File: src/rtl/bamap_pkg.sv
// ----------------------------------------------------------------------------
// bamap_pkg
// shared widths, register indexes, reset values and the control/status
// bundles between the controller and the datapath
// ----------------------------------------------------------------------------
package bamap_pkg;

    // default bounds for the top-level parameters
    localparam int DEF_MAX_COLUMNS     = 256;
    localparam int DEF_MAX_TILE_SIDE   = 64;
    localparam int DEF_MAX_FRAME_WIDTH = 4096;

    // tile rows per frame never exceed this
    localparam int MAX_TILE_ROWS = 256;

    // field widths
    localparam int PIXEL_W     = 8;
    localparam int CHAR_W      = 7;
    localparam int TCOL_W      = 8;
    localparam int TROW_W      = 8;
    localparam int IN_TDATA_W  = 8;
    localparam int OUT_TDATA_W = 24;
    localparam int TR_W        = 9;
    localparam int SUM_W       = 20;

    // raw register widths
    localparam int SIDE_RAW_W  = 7;
    localparam int COUNT_RAW_W = 9;
    localparam int FW_RAW_W    = 13;
    localparam int RECIP_W     = 25;

    // configuration port
    localparam int CFG_IDX_W  = 3;
    localparam int CFG_DATA_W = 25;

    typedef enum logic [CFG_IDX_W-1:0] {
        REG_BLOCK_WIDTH     = 3'd0,
        REG_BLOCK_HEIGHT    = 3'd1,
        REG_BLOCK_COLUMNS   = 3'd2,
        REG_BLOCK_ROWS      = 3'd3,
        REG_FRAME_WIDTH     = 3'd4,
        REG_AREA_RECIPROCAL = 3'd5
    } cfg_reg_t;

    // register reset values
    localparam logic [SIDE_RAW_W-1:0]  RST_BLOCK_WIDTH     = 7'd8;
    localparam logic [SIDE_RAW_W-1:0]  RST_BLOCK_HEIGHT    = 7'd16;
    localparam logic [COUNT_RAW_W-1:0] RST_BLOCK_COLUMNS   = 9'd80;
    localparam logic [COUNT_RAW_W-1:0] RST_BLOCK_ROWS      = 9'd24;
    localparam logic [FW_RAW_W-1:0]    RST_FRAME_WIDTH     = 13'd640;
    localparam logic [RECIP_W-1:0]     RST_AREA_RECIPROCAL = 25'd131586;

    // controller to datapath
    typedef struct packed {
        logic accept;
        logic div_step;
        logic mem_read;
        logic acc_update;
        logic mul;
        logic sat;
        logic num;
        logic load_out;
    } dp_cmd_t;

    // datapath to controller
    typedef struct packed {
        logic div_last;
        logic active;
        logic tile_end;
        logic out_free;
    } dp_status_t;

endpackage

File: src/rtl/bamap_regs.sv
// ----------------------------------------------------------------------------
// bamap_regs
// configuration registers with range clamping of the tile geometry and frame width
// ----------------------------------------------------------------------------
module bamap_regs #(
    parameter int MAX_COLUMNS     = bamap_pkg::DEF_MAX_COLUMNS,
    parameter int MAX_TILE_SIDE   = bamap_pkg::DEF_MAX_TILE_SIDE,
    parameter int MAX_FRAME_WIDTH = bamap_pkg::DEF_MAX_FRAME_WIDTH,
    parameter int SW              = $clog2(MAX_TILE_SIDE + 1),
    parameter int CW              = $clog2(MAX_COLUMNS + 1),
    parameter int FWW             = $clog2(MAX_FRAME_WIDTH + 1)
) (
    input  logic                                clk,
    input  logic                                rst_n,
    input  logic                                cfg_valid,
    output logic                                cfg_ready,
    input  logic [bamap_pkg::CFG_IDX_W-1:0]     cfg_index,
    input  logic [bamap_pkg::CFG_DATA_W-1:0]    cfg_data,
    output logic [SW-1:0]                       bw,
    output logic [SW-1:0]                       bh,
    output logic [CW-1:0]                       bc,
    output logic [bamap_pkg::TR_W-1:0]          br,
    output logic [FWW-1:0]                      fw,
    output logic [bamap_pkg::RECIP_W-1:0]       recip
);
    import bamap_pkg::*;

    logic [SIDE_RAW_W-1:0]  bw_raw_reg;
    logic [SIDE_RAW_W-1:0]  bh_raw_reg;
    logic [COUNT_RAW_W-1:0] bc_raw_reg;
    logic [COUNT_RAW_W-1:0] br_raw_reg;
    logic [FW_RAW_W-1:0]    fw_raw_reg;
    logic [RECIP_W-1:0]     recip_reg;
    logic                   wr_en;

    assign cfg_ready = 1'b1;
    assign wr_en     = cfg_valid & cfg_ready;

    always_ff @(posedge clk or negedge rst_n)
    begin
        if (!rst_n)
        begin
            bw_raw_reg <= RST_BLOCK_WIDTH;
            bh_raw_reg <= RST_BLOCK_HEIGHT;
            bc_raw_reg <= RST_BLOCK_COLUMNS;
            br_raw_reg <= RST_BLOCK_ROWS;
            fw_raw_reg <= RST_FRAME_WIDTH;
            recip_reg  <= RST_AREA_RECIPROCAL;
        end
        else if (wr_en)
        begin
            unique case (cfg_index)
                REG_BLOCK_WIDTH:     bw_raw_reg <= cfg_data[SIDE_RAW_W-1:0];
                REG_BLOCK_HEIGHT:    bh_raw_reg <= cfg_data[SIDE_RAW_W-1:0];
                REG_BLOCK_COLUMNS:   bc_raw_reg <= cfg_data[COUNT_RAW_W-1:0];
                REG_BLOCK_ROWS:      br_raw_reg <= cfg_data[COUNT_RAW_W-1:0];
                REG_FRAME_WIDTH:     fw_raw_reg <= cfg_data[FW_RAW_W-1:0];
                REG_AREA_RECIPROCAL: recip_reg  <= cfg_data[RECIP_W-1:0];
                default:             ;
            endcase
        end
    end

    // zero acts as one, oversized values saturate
    always_comb
    begin
        if (bw_raw_reg == '0)
            bw = SW'(1);
        else if (32'(bw_raw_reg) > 32'(MAX_TILE_SIDE))
            bw = SW'(MAX_TILE_SIDE);
        else
            bw = SW'(bw_raw_reg);

        if (bh_raw_reg == '0)
            bh = SW'(1);
        else if (32'(bh_raw_reg) > 32'(MAX_TILE_SIDE))
            bh = SW'(MAX_TILE_SIDE);
        else
            bh = SW'(bh_raw_reg);

        if (bc_raw_reg == '0)
            bc = CW'(1);
        else if (32'(bc_raw_reg) > 32'(MAX_COLUMNS))
            bc = CW'(MAX_COLUMNS);
        else
            bc = CW'(bc_raw_reg);

        if (br_raw_reg == '0)
            br = TR_W'(1);
        else if (32'(br_raw_reg) > 32'(MAX_TILE_ROWS))
            br = TR_W'(MAX_TILE_ROWS);
        else
            br = TR_W'(br_raw_reg);

        if (fw_raw_reg == '0)
            fw = FWW'(1);
        else if (32'(fw_raw_reg) > 32'(MAX_FRAME_WIDTH))
            fw = FWW'(MAX_FRAME_WIDTH);
        else
            fw = FWW'(fw_raw_reg);
    end

    assign recip = recip_reg;

endmodule

File: config.mk
export PLATFORM = sky130hd
export DESIGN_NAME = bamap_regs
export DESIGN_NICKNAME = d
export VERILOG_FILES = /design/src/rtl/bamap_pkg.sv /design/src/rtl/bamap_regs.sv
export SDC_FILE = /design/constraint.sdc
export NUM_CORES = 1
export LEC_CHECK = 0
export BUFFER_PORTS_ARGS = -buffer_cell sky130_fd_sc_hd__buf_4
export CAP_MARGIN = 30
export CORE_MARGIN = 2
export CORE_UTILIZATION = 45
export DETAILED_ROUTE_END_ITERATION = 8
export PLACE_DENSITY = 0.81
export SETUP_SLACK_MARGIN = 0.1
export SYNTH_ARGS = -nofsm -noshare
export SYNTH_HDL_FRONTEND = slang
export SYNTH_SLANG_ARGS = --single-unit
File: constraint.sdc
create_clock -name clk -period 0.9 [get_ports clk]
set_input_delay 0.045 -clock clk [delete_from_list [all_inputs] [get_ports clk]]
set_output_delay 0.045 -clock clk [all_outputs]
set_load 0.01 [all_outputs]
==> impl_metrics.env <==
export IMPL_floorplan_core_area_sq_mm=0.00668
export IMPL_routabilityCongestion=0.786
export IMPL_grt_pass1_wl_um=14700
export IMPL_die_width_um=86.6
export IMPL_grt_setup_unrepaired="true"
export IMPL_arrival_time_worst_endpoint_ns=1.41
export IMPL_synth_top_cells_by_area="sky130_fd_sc_hd__dfrtp_1, sky130_fd_sc_hd__mux2_2, sky130_fd_sc_hd__dfstp_2"
export IMPL_number_of_placement_rows=30
export IMPL_critPathCaptureType="primary output"
export IMPL_antenna_found_initial=0
export IMPL_cap_violations=0
export IMPL_power_density_cell_area_mw_per_mm2=2350
export IMPL_globalRoute_totalOverflow=0
export IMPL_drt_pass1_iterations=4
export IMPL_grtUsageTotal_pct=26.6
export IMPL_timing_max_transition_violations_final=0
export IMPL_violated_checks="setup timing"
export IMPL_start_util_pct=46.0
export IMPL_root_buffer="sky130_fd_sc_hd__clkbuf_8"
export IMPL_post_route_period_util_pct=162
export IMPL_use_met1_pct=33.3
export IMPL_final_util_pct=84.1
export IMPL_irDropWorstVdd_mv=1.50
export IMPL_drc=0
export IMPL_globalRoute_busiestLayer="met2"
export IMPL_fp_dieH_um=86.6
export IMPL_crit_path_max_fanout=2
export IMPL_final_hold_violation_count=0
export IMPL_drt_vias_per_instance=5.21
export IMPL_layout_setup_ws_ns=-0.559
export IMPL_yosysTopAreaCellShare_pct=48.0
export IMPL_clk_pin_slew_worst_paths_ns=0.10
export IMPL_synth_yosys_seq_area_share_pct=57.5
export IMPL_finish_net_count=432
export IMPL_antenna_left=0
export IMPL_detailedPlacementHpwl_um=5330
export IMPL_final_layout_size_suffix_gt1_share_pct=74.6
export IMPL_ios=102
export IMPL_start_kind="register"
export IMPL_worst_case_clock_skew_ns=0
export IMPL_largest_register_ff_count=25
export IMPL_worst_hold_path_type="input port to register"
export IMPL_yosys_warnings=0
export IMPL_design_die_area_sq_mm=0.00751
export IMPL_netlist_cell_type_count=20
export IMPL_htree_num_levels=3
export IMPL_global_route_usage_met3_pct=4.38
export IMPL_critPathKind="register to primary output"
export IMPL_area_growth_synth_to_final_pct=82.9
export IMPL_setup_viol=98
export IMPL_route_detailed_wl_per_inst_um=22.1
export IMPL_drt_initial_drc_count=156
export IMPL_cts_sinks=70
export IMPL_io_buffer_count=100
export IMPL_detail_route_wirelength_um=10700
export IMPL_first_global_vias=2606
export IMPL_tritoncts="yes"
export IMPL_final_period_minus_worst_setup_slack_ns=1.46
export IMPL_grt_met2_use_pct=46.3
export IMPL_synthCells=217
export IMPL_synthesis_area_per_instance_sq_um=14.2
export IMPL_fmax_mhz=685
export IMPL_timing_hold_ws_ns=0.00664
export IMPL_worstSkewPairLatency_ns=0.34
export IMPL_syn_nets=248
export IMPL_netlist_area_sq_mm=0.00307
export IMPL_fin_total_pwr_mw=13.2
export IMPL_postSynthRegisterBits=70
export IMPL_critical_path_required_ns=0.85
export IMPL_ctsLongestPathBuffers=2
export IMPL_route_vias_total=2531
export IMPL_run_status="complete, but fails checks"
export IMPL_totalNegativeSetupSlack_ns=-17.73
export IMPL_antenna_cells=0
export IMPL_total_leakage_power_nw=2.72
export IMPL_cts_made_buffers=9
export IMPL_synth_largest_area_cell="sky130_fd_sc_hd__dfrtp_1"
export IMPL_grt_max_degree=37
==> placed cells by master (no fill, tap or decap), types with 2 or more instances in the layout <==
cell and instances:
sky130_fd_sc_hd__nor2_1 6, sky130_fd_sc_hd__nor3_2 3, sky130_fd_sc_hd__mux2_2 18, sky130_fd_sc_hd__nor3_1 2, sky130_fd_sc_hd__buf_6 97, sky130_fd_sc_hd__dfrtp_2 5, sky130_fd_sc_hd__clkinv_4 2, sky130_fd_sc_hd__a21oi_1 3
sky130_fd_sc_hd__and4bb_2 2, sky130_fd_sc_hd__nor2b_1 14, sky130_fd_sc_hd__dfstp_2 11, sky130_fd_sc_hd__buf_4 62, sky130_fd_sc_hd__mux2_4 52, sky130_fd_sc_hd__bufinv_16 3, sky130_fd_sc_hd__buf_12 6, sky130_fd_sc_hd__nor2b_4 18
sky130_fd_sc_hd__dfrtp_1 54, sky130_fd_sc_hd__nor2b_2 3, sky130_fd_sc_hd__dlygate4sd3_1 21, sky130_fd_sc_hd__clkbuf_8 9, sky130_fd_sc_hd__nor4_2 3
==> metrics by stage <==
stage                     cells  setup slack, ns  instance area (sq um)
after floorplan             217           -0.195                   3280
after global placement      418           -0.195                   4340
after detailed placement    418           -0.229                   4340
after CTS                   479           -0.532                   5280
after global routing        486           -0.606                   5620
final                       486           -0.559                   5620
==> cell families after synthesis <==
kind of cell | Yosys count | share of synthesized area (%)
compound gates | 5 | 0.855
flops | 70 | 57.5
other cells | 1 | 0.122
buf+inv | 13 | 2.81
mux | 70 | 25.7
simple gates | 58 | 13.1
==> worst max-delay path, stage by stage (launching register included) <==
cell	delay, ns
sky130_fd_sc_hd__dfstp_2	0.58
sky130_fd_sc_hd__nor4_4	0.05
sky130_fd_sc_hd__a31oi_1	0.21
sky130_fd_sc_hd__nor2_1	0.06
sky130_fd_sc_hd__buf_4	0.14
==> what timing repair did <==
| action | CTS | global route |
|---|---|---|
| pin swaps | 2 | 9 |
| endpoints found under the setup margin | 94 | 118 |
| resized for setup | 81 | 88 |
| gates cloned | 0 | 0 |
| hold endpoints to repair | 100 | 0 |
| buffers inserted | 25 | 24 |
| hold buffers | 21 | 0 |
==> synthesized netlist by cell type <==
cell and instances:
sky130_fd_sc_hd__nor3_1 5, sky130_fd_sc_hd__nor2b_1 35, sky130_fd_sc_hd__nor3_4 1, sky130_fd_sc_hd__a21oi_1 4, sky130_fd_sc_hd__buf_6 3, sky130_fd_sc_hd__nand4b_4 1
sky130_fd_sc_hd__mux2_1 1, sky130_fd_sc_hd__clkbuf_1 6, sky130_fd_sc_hd__nand2_1 1, sky130_fd_sc_hd__dfrtp_1 59, sky130_fd_sc_hd__nor4b_4 1, sky130_fd_sc_hd__nor4_1 4
sky130_fd_sc_hd__nor2_1 7, sky130_fd_sc_hd__dfstp_2 11, sky130_fd_sc_hd__a31oi_1 1, sky130_fd_sc_hd__nand4b_2 1, sky130_fd_sc_hd__buf_4 4, sky130_fd_sc_hd__conb_1 1
sky130_fd_sc_hd__and4bb_2 2, sky130_fd_sc_hd__mux2_2 69
==> path summary, 6_finish.rpt <==
kind	cells after the start	startpoint	slack (ns)	end
hold reg to reg	1	br_raw_reg[0]	0.53	br_raw_reg[0]
setup / recovery	4	fw_raw_reg[7]	-0.56	fw[0]
max in group asynchronous	3	rst_n	0.35	br_raw_reg[3]
setup reg to reg	3	fw_raw_reg[6]	-0.18	fw_raw_reg[6]
hold / removal	2	cfg_data[0]	0.007	recip[0]
min in group asynchronous	2	rst_n	0.06	recip[15]
==> where the power goes <==
group          total (mW)  internal [mW]  switching (mW)
registers            4.69           3.93           0.753
clock network        3.19           1.86            1.33
logic                5.34           3.50            1.83
==> routing by layer <==
metal | share of wire, % | wire length [um] | vias to the layer above
li1 | - | - | 1120
met1 | 39 | 4180 | 1313
met5 | 0 | 0 | -
met4 | 1.9 | 200 | 0
met2 | 55 | 5930 | 80
met3 | 3.9 | 424 | 18
==> cell type report <==
class	count	area, sq um
fill	304	1060
multi-input combinational	134	1610
timing repair buffer	186	1890
sequential	70	1770
tap	80	100
clock buffer	9	124
clock inverter	7	121
Power figures use the tool's default switching activity.
