[src/rtl/bamap_pkg.sv]
// ----------------------------------------------------------------------------
// bamap_pkg
// shared widths, register indexes, reset values and the control/status
// bundles between the controller and the datapath
// ----------------------------------------------------------------------------
package bamap_pkg;

    // default bounds for the top-level parameters
    localparam int DEF_MAX_COLUMNS     = 256;
    localparam int DEF_MAX_TILE_SIDE   = 64;
    localparam int DEF_MAX_FRAME_WIDTH = 4096;

    // tile rows per frame never exceed this
    localparam int MAX_TILE_ROWS = 256;

    // field widths
    localparam int PIXEL_W     = 8;
    localparam int CHAR_W      = 7;
    localparam int TCOL_W      = 8;
    localparam int TROW_W      = 8;
    localparam int IN_TDATA_W  = 8;
    localparam int OUT_TDATA_W = 24;
    localparam int TR_W        = 9;
    localparam int SUM_W       = 20;

    // raw register widths
    localparam int SIDE_RAW_W  = 7;
    localparam int COUNT_RAW_W = 9;
    localparam int FW_RAW_W    = 13;
    localparam int RECIP_W     = 25;

    // configuration port
    localparam int CFG_IDX_W  = 3;
    localparam int CFG_DATA_W = 25;

    typedef enum logic [CFG_IDX_W-1:0] {
        REG_BLOCK_WIDTH     = 3'd0,
        REG_BLOCK_HEIGHT    = 3'd1,
        REG_BLOCK_COLUMNS   = 3'd2,
        REG_BLOCK_ROWS      = 3'd3,
        REG_FRAME_WIDTH     = 3'd4,
        REG_AREA_RECIPROCAL = 3'd5
    } cfg_reg_t;

    // register reset values
    localparam logic [SIDE_RAW_W-1:0]  RST_BLOCK_WIDTH     = 7'd8;
    localparam logic [SIDE_RAW_W-1:0]  RST_BLOCK_HEIGHT    = 7'd16;
    localparam logic [COUNT_RAW_W-1:0] RST_BLOCK_COLUMNS   = 9'd80;
    localparam logic [COUNT_RAW_W-1:0] RST_BLOCK_ROWS      = 9'd24;
    localparam logic [FW_RAW_W-1:0]    RST_FRAME_WIDTH     = 13'd640;
    localparam logic [RECIP_W-1:0]     RST_AREA_RECIPROCAL = 25'd131586;

    // controller to datapath
    typedef struct packed {
        logic accept;
        logic div_step;
        logic mem_read;
        logic acc_update;
        logic mul;
        logic sat;
        logic num;
        logic load_out;
    } dp_cmd_t;

    // datapath to controller
    typedef struct packed {
        logic div_last;
        logic active;
        logic tile_end;
        logic out_free;
    } dp_status_t;

endpackage

[src/rtl/bamap_ctrl.sv]
// ----------------------------------------------------------------------------
// bamap_ctrl
// sequencer for one pixel: divide, accumulate, then map a finished tile
// ----------------------------------------------------------------------------
module bamap_ctrl (
    input  logic                    clk,
    input  logic                    rst_n,
    input  logic                    in_valid,
    output logic                    in_ready,
    output bamap_pkg::dp_cmd_t      cmd,
    input  bamap_pkg::dp_status_t   stat
);
    import bamap_pkg::*;

    typedef enum logic [7:0] {
        ST_IDLE = 8'b0000_0001,
        ST_DIV  = 8'b0000_0010,
        ST_READ = 8'b0000_0100,
        ST_ACC  = 8'b0000_1000,
        ST_MUL  = 8'b0001_0000,
        ST_SAT  = 8'b0010_0000,
        ST_NUM  = 8'b0100_0000,
        ST_CODE = 8'b1000_0000
    } state_t;

    state_t state_reg;
    state_t state_next;

    assign in_ready = (state_reg == ST_IDLE);

    always_comb
    begin
        state_next = state_reg;
        cmd        = '0;
        unique case (state_reg)
            ST_IDLE:
            begin
                if (in_valid)
                begin
                    cmd.accept = 1'b1;
                    state_next = ST_DIV;
                end
            end
            ST_DIV:
            begin
                cmd.div_step = 1'b1;
                if (stat.div_last)
                    state_next = ST_READ;
            end
            ST_READ:
            begin
                // pixel outside the tiled area is dropped here
                if (stat.active)
                begin
                    cmd.mem_read = 1'b1;
                    state_next   = ST_ACC;
                end
                else
                begin
                    state_next = ST_IDLE;
                end
            end
            ST_ACC:
            begin
                cmd.acc_update = 1'b1;
                state_next     = stat.tile_end ? ST_MUL : ST_IDLE;
            end
            ST_MUL:
            begin
                cmd.mul    = 1'b1;
                state_next = ST_SAT;
            end
            ST_SAT:
            begin
                cmd.sat    = 1'b1;
                state_next = ST_NUM;
            end
            ST_NUM:
            begin
                cmd.num    = 1'b1;
                state_next = ST_CODE;
            end
            ST_CODE:
            begin
                if (stat.out_free)
                begin
                    cmd.load_out = 1'b1;
                    state_next   = ST_IDLE;
                end
            end
            default:
            begin
                state_next = ST_IDLE;
            end
        endcase
    end

    always_ff @(posedge clk or negedge rst_n)
    begin
        if (!rst_n)
            state_reg <= ST_IDLE;
        else
            state_reg <= state_next;
    end

endmodule

[config.mk]
export PLATFORM = sky130hd
export DESIGN_NAME = bamap_ctrl
export DESIGN_NICKNAME = d
export VERILOG_FILES = /design/src/rtl/bamap_pkg.sv /design/src/rtl/bamap_ctrl.sv
export SDC_FILE = /design/constraint.sdc
export NUM_CORES = 1
export LEC_CHECK = 0
export BUFFER_PORTS_ARGS = -buffer_cell sky130_fd_sc_hd__buf_2
export CAP_MARGIN = 40
export CORE_MARGIN = 3
export CORE_UTILIZATION = 27
export DETAILED_ROUTE_END_ITERATION = 10
export SLEW_MARGIN = 20
export SYNTH_ARGS = -nofsm -noshare
export SYNTH_HDL_FRONTEND = slang
export SYNTH_SLANG_ARGS = --single-unit
[constraint.sdc]
create_clock -name clk -period 2.2 [get_ports clk]
set_input_delay 0.11 -clock clk [delete_from_list [all_inputs] [get_ports clk]]
set_output_delay 0.11 -clock clk [all_outputs]
set_load 0.01 [all_outputs]
==> metrics, run 1 <==
final setup violating endpoints 0; Post-Route Setup TNS 0 ns; Tcrit/Tclk final about four fifths; Hold Fails Final Rpt 0; final instance area between 600 and 700 um2; Psw approximately 210 uW; status finished, final reports clean; Post-synth top flop dfrtp_1; Clock Sinks 8; largest net degree at the start of global routing 9; row cnt 15; pwr/cell area between 800 and 900 nW/um2; DRC Markers 0; share of cells above drive strength 1 between 30 and 40%; Slew HR between 70 and 80%; Starting Density 29.2%; min-delay worst type input pin to flip-flop; die width ~50 um; Post-Syn Area 509 um2; Mapped Cells 55; Starting DRT DRC Count 3; grt ovf 0; Required @ worst endpoint ~2.1 ns; clock root buffer clkbuf_4; Post-DP HPWL 844 um; Design Power around 560 uW; Pint approximately 350 uW; Inst Count DP a little over 90; CTS clk-pin slew, worst paths roughly 0.060 ns; crit path launch type flip-flop; Worst Skew approximately 0.010 ns; routed wire length 1060 um; diode count 0; worst slew pin tran between 0.3 and 0.4 ns; Worst EP arrival about 1.7 ns; Commonest cells post-synth 7 x dfrtp_1, 7 x nor2_1, 4 x nor3b_1; vias in the first global route approximately 420; CP endpoint kind output port; CTS buffer count 3; non-filler cells, final 97; final net count 80; Antenna Nets Post-Route 0; minimum clock period about 1.8 ns; R2R Path Start state_reg[2]; Area growth syn-to-layout 23.6%; post-synthesis sequential area ratio 39.6%; Largest register FFs 8; global-route wire length before repair around 1800 um; initial antenna violation count 0; CTS tree done; Die ar. 2440 um2; GPL Wtd Cong 0.783; Setup Fix Bufs, Post-CTS 0; clock power share between 20 and 25%; Comb pwr share between 40 and 50%; H-tree depth 1; Yosys cell types 29; Critical Path Fanout Max 5; placed cell area around 590 um2; CP startpoint state_reg[2]; unrepaired setup endpoints after global routing no; syn_area_per_cell a little over 9 um2; Sw Ratio between 30 and 40%; share of power burned in registers a little over a third; hold path start stat[0]; GRT Total Usage around a tenth; syn_nets 62; Ys Warns 0; Vias 460; vias per std cell between 4 and 5; die height 49.4 um; clk_lat worst skew around 0.26 ns; PortBufs 15; worst vdd ir about 0.41 mV; fmax between 500 and 600 MHz; FFs w/ async S/R, synth 100%; wire length per cell approximately 11 um; Crit Path Class flip-flop to output port; Synth top area share about a third; CORE AREA ~1700 um2; Synth area leaders dfrtp_1 34%, nor3b_1 5.9%, dfstp_2 5.2%; Post-synth EDFFs 0; fin. max-slew vios 0; #FFs+latches synth 8; P_leak roughly 0.31 nW; DRT Pass-1 Iters 4; max-cap violations 0; deepest clock path buffer count 2; leading area contributor after synthesis dfrtp_1; Boundary Pins 16
## cell type report
| type | instances | area, um2 |
|---|---|---|
| inverters | 3 | 11.3 |
| multi-input cells | 41 | 274 |
| repair buffers | 16 | 85.1 |
| clock buffers | 4 | 26.3 |
| well taps | 25 | 31.3 |
| flip-flops and latches | 8 | 201 |
| fillers | 191 | 1120 |
## power by group through the flow
stage	combinational, mW	sequential [mW]	clock (mW)
final	0.237	0.200	0.123
after global routing	0.271	0.207	0.138
after CTS	0.241	0.200	0.129
after detailed placement	0.238	0.202	0
after global placement	0.239	0.202	0
after floorplan	0.177	0.198	0
## cell usage in the layout (no fill, tap or decap)
cell / count
nand2_2: 1
xor2_1: 1
nor2_1: 7
a31oi_1: 2
clkbuf_4: 3
buf_2: 15
o21bai_1: 2
a41oi_1: 1
dfrtp_1: 7
clkbuf_1: 1
or2b_1: 1
nor3_1: 2
a211oi_1: 1
a21oi_1: 1
or2_2: 1
and4b_1: 1
dlygate4sd3_1: 1
nand3_1: 2
nand2b_1: 3
nor4_4: 1
and2_1: 3
nor3b_1: 4
o41ai_1: 1
nand4b_1: 1
dfstp_2: 1
o22ai_1: 2
or3_1: 1
or4_1: 1
inv_1: 3
a21boi_0: 1
## kinds of logic after synthesis
group,after synthesis,synth area share (%)
compound gates,11,15.2
xor+xnor,1,1.72
simple gates,29,36.9
buf+inv,6,6.63
flops,8,39.6
## per-stage QoR
| stage | setup slack, ns | utilization [%] | hold slack [ns] |
|---|---|---|---|
| 6_report | 0.411 | 36.1 | 0.0595 |
| 5_1_grt | 0.318 | 36.1 | 0.0530 |
| 4_1_cts | 0.400 | 36.1 | 0.0554 |
| 3_5_place_dp | 0.675 | 34.0 | -0.0353 |
| 3_3_place_gp | 0.682 | 34.0 | -0.0338 |
| 2_1_floorplan | 0.748 | - | -0.186 |
## worst paths after layout
kind	to	slack [ns]	depth (start not counted)
worst max-delay path	cmd[6]	0.41	5
worst min-delay path	state_reg[7]	0.06	2
worst max register to register	state_reg[0]	0.64	5
worst min register to register	state_reg[5]	0.62	1
max in group asynchronous	state_reg[0]	1.73	2
min in group asynchronous	state_reg[4]	0.22	2
## per-layer routing
layer / track usage, % / vias up / part of all wire, %
met5: 0 / - / 0
met4: 8.29 / 0 / 3.5
met1: 12.1 / 205 / 48
li1: - / 235 / -
met3: 2.75 / 4 / 5.5
met2: 14.7 / 16 / 43
## what timing repair did
action | 4_1_cts | 5_1_grt
hold buffers | 1 | 0
hold endpoints to repair | 8 | 0
gates resized for setup | 0 | 0
## critical path: stages, from the launching register on
cell,delay [ns]
dfrtp_1,0.43
nor4_4,0.39
nand2_2,0.10
or2_2,0.31
inv_1,0.07
buf_2,0.12
No activity file was read; power rests on OpenSTA's default activity.
==> inputs of run 2 (changes only) <==
--- a/config.mk
+++ b/config.mk
@@ -5,6 +5,7 @@
 export SDC_FILE = /design/constraint.sdc
 export NUM_CORES = 1
 export LEC_CHECK = 0
+export ABC_AREA = 1
 export BUFFER_PORTS_ARGS = -buffer_cell sky130_fd_sc_hd__buf_2
 export CAP_MARGIN = 40
 export CORE_MARGIN = 3
==> constraint.sdc (replaced) <==
create_clock -name clk -period 1.8 [get_ports clk]
set_input_delay 0.09 -clock clk [delete_from_list [all_inputs] [get_ports clk]]
set_output_delay 0.09 -clock clk [all_outputs]
set_load 0.01 [all_outputs]
==> metrics, run 2 <==
Sw Ratio 40.3% (+3.4 points); Yosys cell types 17 (-41%); Worst Hold Slack 0.0508 ns (-0.00873 ns); crit path launch type flip-flop; Psw 317 uW (+53%); fmax 677 MHz; clk_lat worst skew 0.26 ns (about the same); placed cell area 673 um2 (+14%); final net count 112 (+40%); CTS tree done; final instance area 709 um2 (+13%); largest net degree at the start of global routing 9 (unchanged); fin. max-slew vios 0 (unchanged); share of power burned in registers 31.6% (-4.1 points); H-tree depth 1 (unchanged); syn_nets 92 (+48%); most frequent cells in the layout 18 x nand2_1, 18 x nor2_1, 15 x buf_2; multi-input logic area 284 um2 (+3.7%); CP max stage cell dfstp_2; GRT Total Usage 9.59% (-0.48 points); Post-Route Setup TNS 0 ns (unchanged); pre-CTS WS 0.549 ns (-0.126 ns); Post-CTS Resized 0 (unchanged); Comb pwr share 49.0% (+6.7 points); grt ovf 0 (unchanged); Filler cells 236 (+24%); Post-synth EDFFs 0 (unchanged); die height 52.0 um (+5.2%); #FFs+latches synth 8 (unchanged); clock root buffer clkbuf_4; worst vdd ir 0.543 mV (+31%); Worst Skew 0.0110 ns (+0.000713 ns); post-synthesis sequential area ratio 35.2% (-4.3 points); CORE AREA 1980 um2 (+14%); leading area contributor after synthesis dfrtp_1; Synth top area share 30.6% (-3.8 points); Clock Sinks 8 (unchanged); CP Buf/Inv Count 2 (unchanged); Slew HR 87.5% (+13 points); CTS clk-pin slew, worst paths 0.06 ns (about the same); Starting Density 28.9% (-0.32 points); global-route wire length before repair 1810 um (unchanged); Required @ worst endpoint 1.71 ns (-0.38 ns); Synth area leaders dfrtp_1 31%, nand2_1 12%, nor2_1 12%; die width 52.0 um (+5.2%); GPL Wtd Cong 0.800 (+2.1%); CP endpoint kind output port; Mapped Cells 85 (+55%); Slowest Stage Delay on Critical Path 0.55 ns (+0.12 ns); cell family with most CP delay flip-flops; Post-Syn Area 572 um2 (+12%); Setup WS post-layout 0.322 ns (-0.0883 ns); Inst Count DP 126 (+37%); Design Power 787 uW (+40%); routed wire length 1090 um (+2.4%); FFs w/ async S/R, synth 100% (unchanged); Post-synth top flop dfrtp_1; DRT Pass-1 Iters 4 (unchanged); Setup Fix Bufs, Post-CTS 0 (unchanged); P_leak 0.459 nW (+46%); initial antenna violation count 0 (unchanged); Pint 470 uW (+33%); CTS buffer count 3 (unchanged); Post-DP HPWL 915 um (+8.4%); vias per std cell 3.85 (-19%); unrepaired setup endpoints after global routing no; Hold Fails Final Rpt 0 (unchanged); Vias 505 (+9.8%); PortBufs 15 (unchanged); pwr/cell area 1110 nW/um2 (+24%); Antenna Nets Post-Route 0 (unchanged); min-delay worst type input pin to flip-flop; wire length per cell 8.28 um (-24%); Finished Core Util 35.8% (-0.26 points); worst path cell trace nand2_1, nor2_2, and2_4, inv_2, nor2_1, buf_2; Crit Path Class flip-flop to output port; row cnt 16 (+1); vias in the first global route 464 (+10%); Boundary Pins 16 (unchanged); status finished, final reports clean; Worst EP arrival 1.39 ns (-0.29 ns); minimum clock period 1.48 ns; max-cap violations 0 (unchanged); syn_area_per_cell 6.73 um2 (-27%); Commonest cells post-synth 18 x nand2_1, 18 x nor2_1, 12 x inv_1; Sequential Area 201 um2 (unchanged); non-filler cells, final 131 (+35%); Critical Path Fanout Max 3 (-2); Area growth syn-to-layout 24.1%; Largest register FFs 8 (unchanged); Tcrit/Tclk final between 80% and 90%; Die ar. 2710 um2 (+11%); worst slew pin tran 0.187 ns (-0.191 ns); share of cells above drive strength 1 37.5% (+6.9 points); clock power share 19.5% (-2.4 points); Ys Warns 0 (unchanged); diode count 0 (unchanged); hold buffers post-CTS 1 (unchanged); DRC Markers 0 (unchanged); final setup violating endpoints 0 (unchanged); deepest clock path buffer count 2 (unchanged); Starting DRT DRC Count 13 (+10)
-- run 2: cell families (layout without fill, tap and decap cells) --
group | Yosys count | in the layout | synth area share (%)
AND/OR/NAND/NOR | 52 | 52 | 46.4
AO/OA/AOI/OAI | 3 | 3 | 3.28
flip-flops | 8 | 8 | 35.2
buffers and inverters | 22 | 41 | 15.1
-- run 2: worst register-to-register path: cells and delay by family, from the launching register on --
| family | cells | cell delay (ns) |
|---|---|---|
| buffers and inverters | 1 | 0.04 |
| and+or+nand+nor | 6 | 0.50 |
| AOI/OAI and AO/OA | 1 | 0.13 |
| DFF | 1 | 0.55 |
-- run 2: per-layer routing --
| layer | GRT usage (%) | part of all wire (%) |
|---|---|---|
| met5 | 0 | 0 |
| met4 | 9.17 | 3.3 |
| met3 | 1.72 | 6.1 |
| met2 | 13.4 | 41 |
| met1 | 12.1 | 49 |
-- run 2: power by group through the flow --
stage | combinational, mW | clock [mW] | sequential, mW
final | 0.385 | 0.153 | 0.248
after global routing | 0.432 | 0.165 | 0.253
after CTS | 0.390 | 0.162 | 0.249
after detailed placement | 0.386 | 0 | 0.252
after global placement | 0.385 | 0 | 0.249
after floorplan | 0.310 | 0 | 0.247
-- run 2: area by class of cell --
| cell class | instances | area share (%) |
|---|---|---|
| clock buffers | 4 | 3.70 |
| repair buffers | 16 | 12.0 |
| well taps | 27 | 4.76 |
| flip-flops and latches | 8 | 28.4 |
| multi-input cells | 55 | 40.0 |
| inverters | 21 | 11.1 |
-- run 2: worst paths after layout --
check / endpoint / slack, ns / from / depth (start not counted)
setup reg to reg: state_reg[0] / 0.53 / state_reg[0] / 8
hold reg to reg: state_reg[5] / 0.62 / state_reg[5] / 3
setup / recovery: cmd[7] / 0.32 / state_reg[0] / 6
hold / removal: state_reg[4] / 0.05 / stat[1] / 3
max in group asynchronous: state_reg[0] / 1.35 / rst_n / 2
min in group asynchronous: state_reg[5] / 0.19 / rst_n / 2
==> inputs of run 3 (changes only) <==
==> constraint.sdc (replaced) <==
create_clock -name clk -period 1.45 [get_ports clk]
set_input_delay 0.0725 -clock clk [delete_from_list [all_inputs] [get_ports clk]]
set_output_delay 0.0725 -clock clk [all_outputs]
set_load 0.01 [all_outputs]
==> metrics, run 3 (same netlist as run 2, synthesis figures left out) <==
status finished, final reports clean; PortBufs 15 (unchanged); largest net degree at the start of global routing 9 (unchanged); placed cell area 681 um2 (+1.1%); non-filler cells, final 138 (+5.3%); Clock Sinks 8 (unchanged); share of cells above drive strength 1 44.1% (+6.6 points); deepest clock path buffer count 2 (unchanged); worst vdd ir 0.936 mV (+73%); die height 52.0 um (unchanged); Critical Path Fanout Max 3 (unchanged); Finished Core Util 39.1% (+3.3 points); CTS buffer count 3 (unchanged); Die ar. 2710 um2 (unchanged); routed wire length 1250 um (+15%); hold path start stat[1]; Required @ worst endpoint 1.38 ns (-0.33 ns); worst r2r dst state_reg[0]; Antenna Nets Post-Route 0 (unchanged); Largest register FFs 8 (unchanged); worst slew pin tran 0.188 ns (+0.000788 ns); global-route wire length before repair 2120 um (+17%); DRC Markers 0 (unchanged); Worst EP arrival 1.36 ns (-0.03 ns); CP endpoint kind output port; R2R depth 8 (unchanged); FF-to-FF setup slack 0.16 ns (-0.37 ns); final setup violating endpoints 0 (unchanged); final net count 119 (+6.3%); DRT Pass-1 Iters 4 (unchanged); Hold Fails Final Rpt 0 (unchanged); wire length per cell 9.05 um (+9.3%); Tcrit/Tclk final 98.6%; clk_lat worst skew 0.26 ns (about the same); fin. max-slew vios 0 (unchanged); most frequent cells in the layout 17 x nand2_1, 16 x nor2_1, 15 x buf_2; CTS tree done; Post-DP HPWL 987 um (+7.9%); Slew HR 87.5% (about the same); CTS clk-pin slew, worst paths 0.06 ns (about the same); Worst Hold Depth 3 (unchanged); GPL Wtd Cong 0.805 (+0.64%); vias per std cell 4.05 (+5.1%); Boundary Pins 16 (unchanged); row cnt 16 (unchanged); H-tree depth 1 (unchanged); P_leak 0.494 nW (+7.5%); Area growth syn-to-layout 35.4%; pwr/cell area 1360 nW/um2 (+22%); max-cap violations 0 (unchanged); initial antenna violation count 0 (unchanged); die width 52.0 um (unchanged); Vias 559 (+11%); Starting DRT DRC Count 12 (-1); diode count 0 (unchanged); GRT Total Usage 11.1% (+1.5 points); Post-Route Setup TNS 0 ns (unchanged); Starting Density 28.9% (unchanged); Hold EP state_reg[4]; unrepaired setup endpoints after global routing yes; Design Power 1.05 mW (+34%); min-delay worst type input pin to flip-flop; minimum clock period 1.43 ns; Inst Count DP 127 (+0.79%); CORE AREA 1980 um2 (unchanged); clock root buffer clkbuf_4; crit path launch type flip-flop; R2R Path Start state_reg[0]; Crit Path Class flip-flop to output port; commonest non-fill, non-tap cell in the layout nand2_1; grt ovf 0 (unchanged); vias in the first global route 539 (+16%); final instance area 774 um2 (+9.2%); Worst Skew 0.00945 ns (-0.00153 ns); fmax 699 MHz
==> run 3: changes by cell type in the layout (fill, tap and decap cells not counted), sizes merged <==
cell | before | now
buf | 15 | 22
==> run 3: critical path, cell delays in order (launching register included) <==
cell and delay (ns):
dfstp_2 0.55, nand2_2 0.07, nor2_4 0.11, and2_4 0.15, inv_2 0.04, nor2_2 0.06
buf_2 0.12
==> run 3: per-stage QoR <==
step | hold slack, ns | setup WS [ns]
6_report | 0.0282 | 0.0200
5_1_grt | 0.0386 | -0.0501
4_1_cts | 0.0210 | 0.00169
3_5_place_dp | -0.0729 | 0.185
3_3_place_gp | -0.0714 | 0.217
2_1_floorplan | -0.223 | 0.295
==> run 3: metal layers <==
layer,routed length (um),global-route usage (%),vias up
met3,70,2.01,4
met1,564,13.3,242
met5,0,0,-
li1,-,-,297
met2,550,15.9,16
met4,62,11.8,0
==> run 3: repair_timing <==
action,in CTS,in global routing
endpoints found under the setup margin,1,2
setup buffers,3,3
hold buffers,1,0
hold endpoints to repair,8,0
pin swaps,3,3
resized for setup,0,4
==> run 3: layout make-up <==
type	instances	area, um2
clock buffers	4	26.3
fillers	232	1210
inverters	21	78.8
multi-input cells	55	297
flip-flops and latches	8	201
well taps	27	33.8
repair buffers	23	138
==> run 3: worst max path at each step <==
stage / depth (start not counted) / slack, ns / end / from
final: 6 / 0.02 / cmd[7] / state_reg[0]
after global routing: 6 / -0.05 / cmd[7] / state_reg[0]
after CTS: 6 / 0.002 / cmd[7] / state_reg[0]
after detailed placement: 8 / 0.18 / state_reg[0] / state_reg[0]
after global placement: 8 / 0.22 / state_reg[0] / state_reg[0]
after floorplan: 8 / 0.29 / state_reg[0] / state_reg[0]
==> run 3: where the power goes <==
group	internal (mW)	switching [mW]	leakage [nW]
Clock	0.106	0.0819	0.0150
Sequential	0.274	0.0370	0.107
Combinational	0.244	0.309	0.372
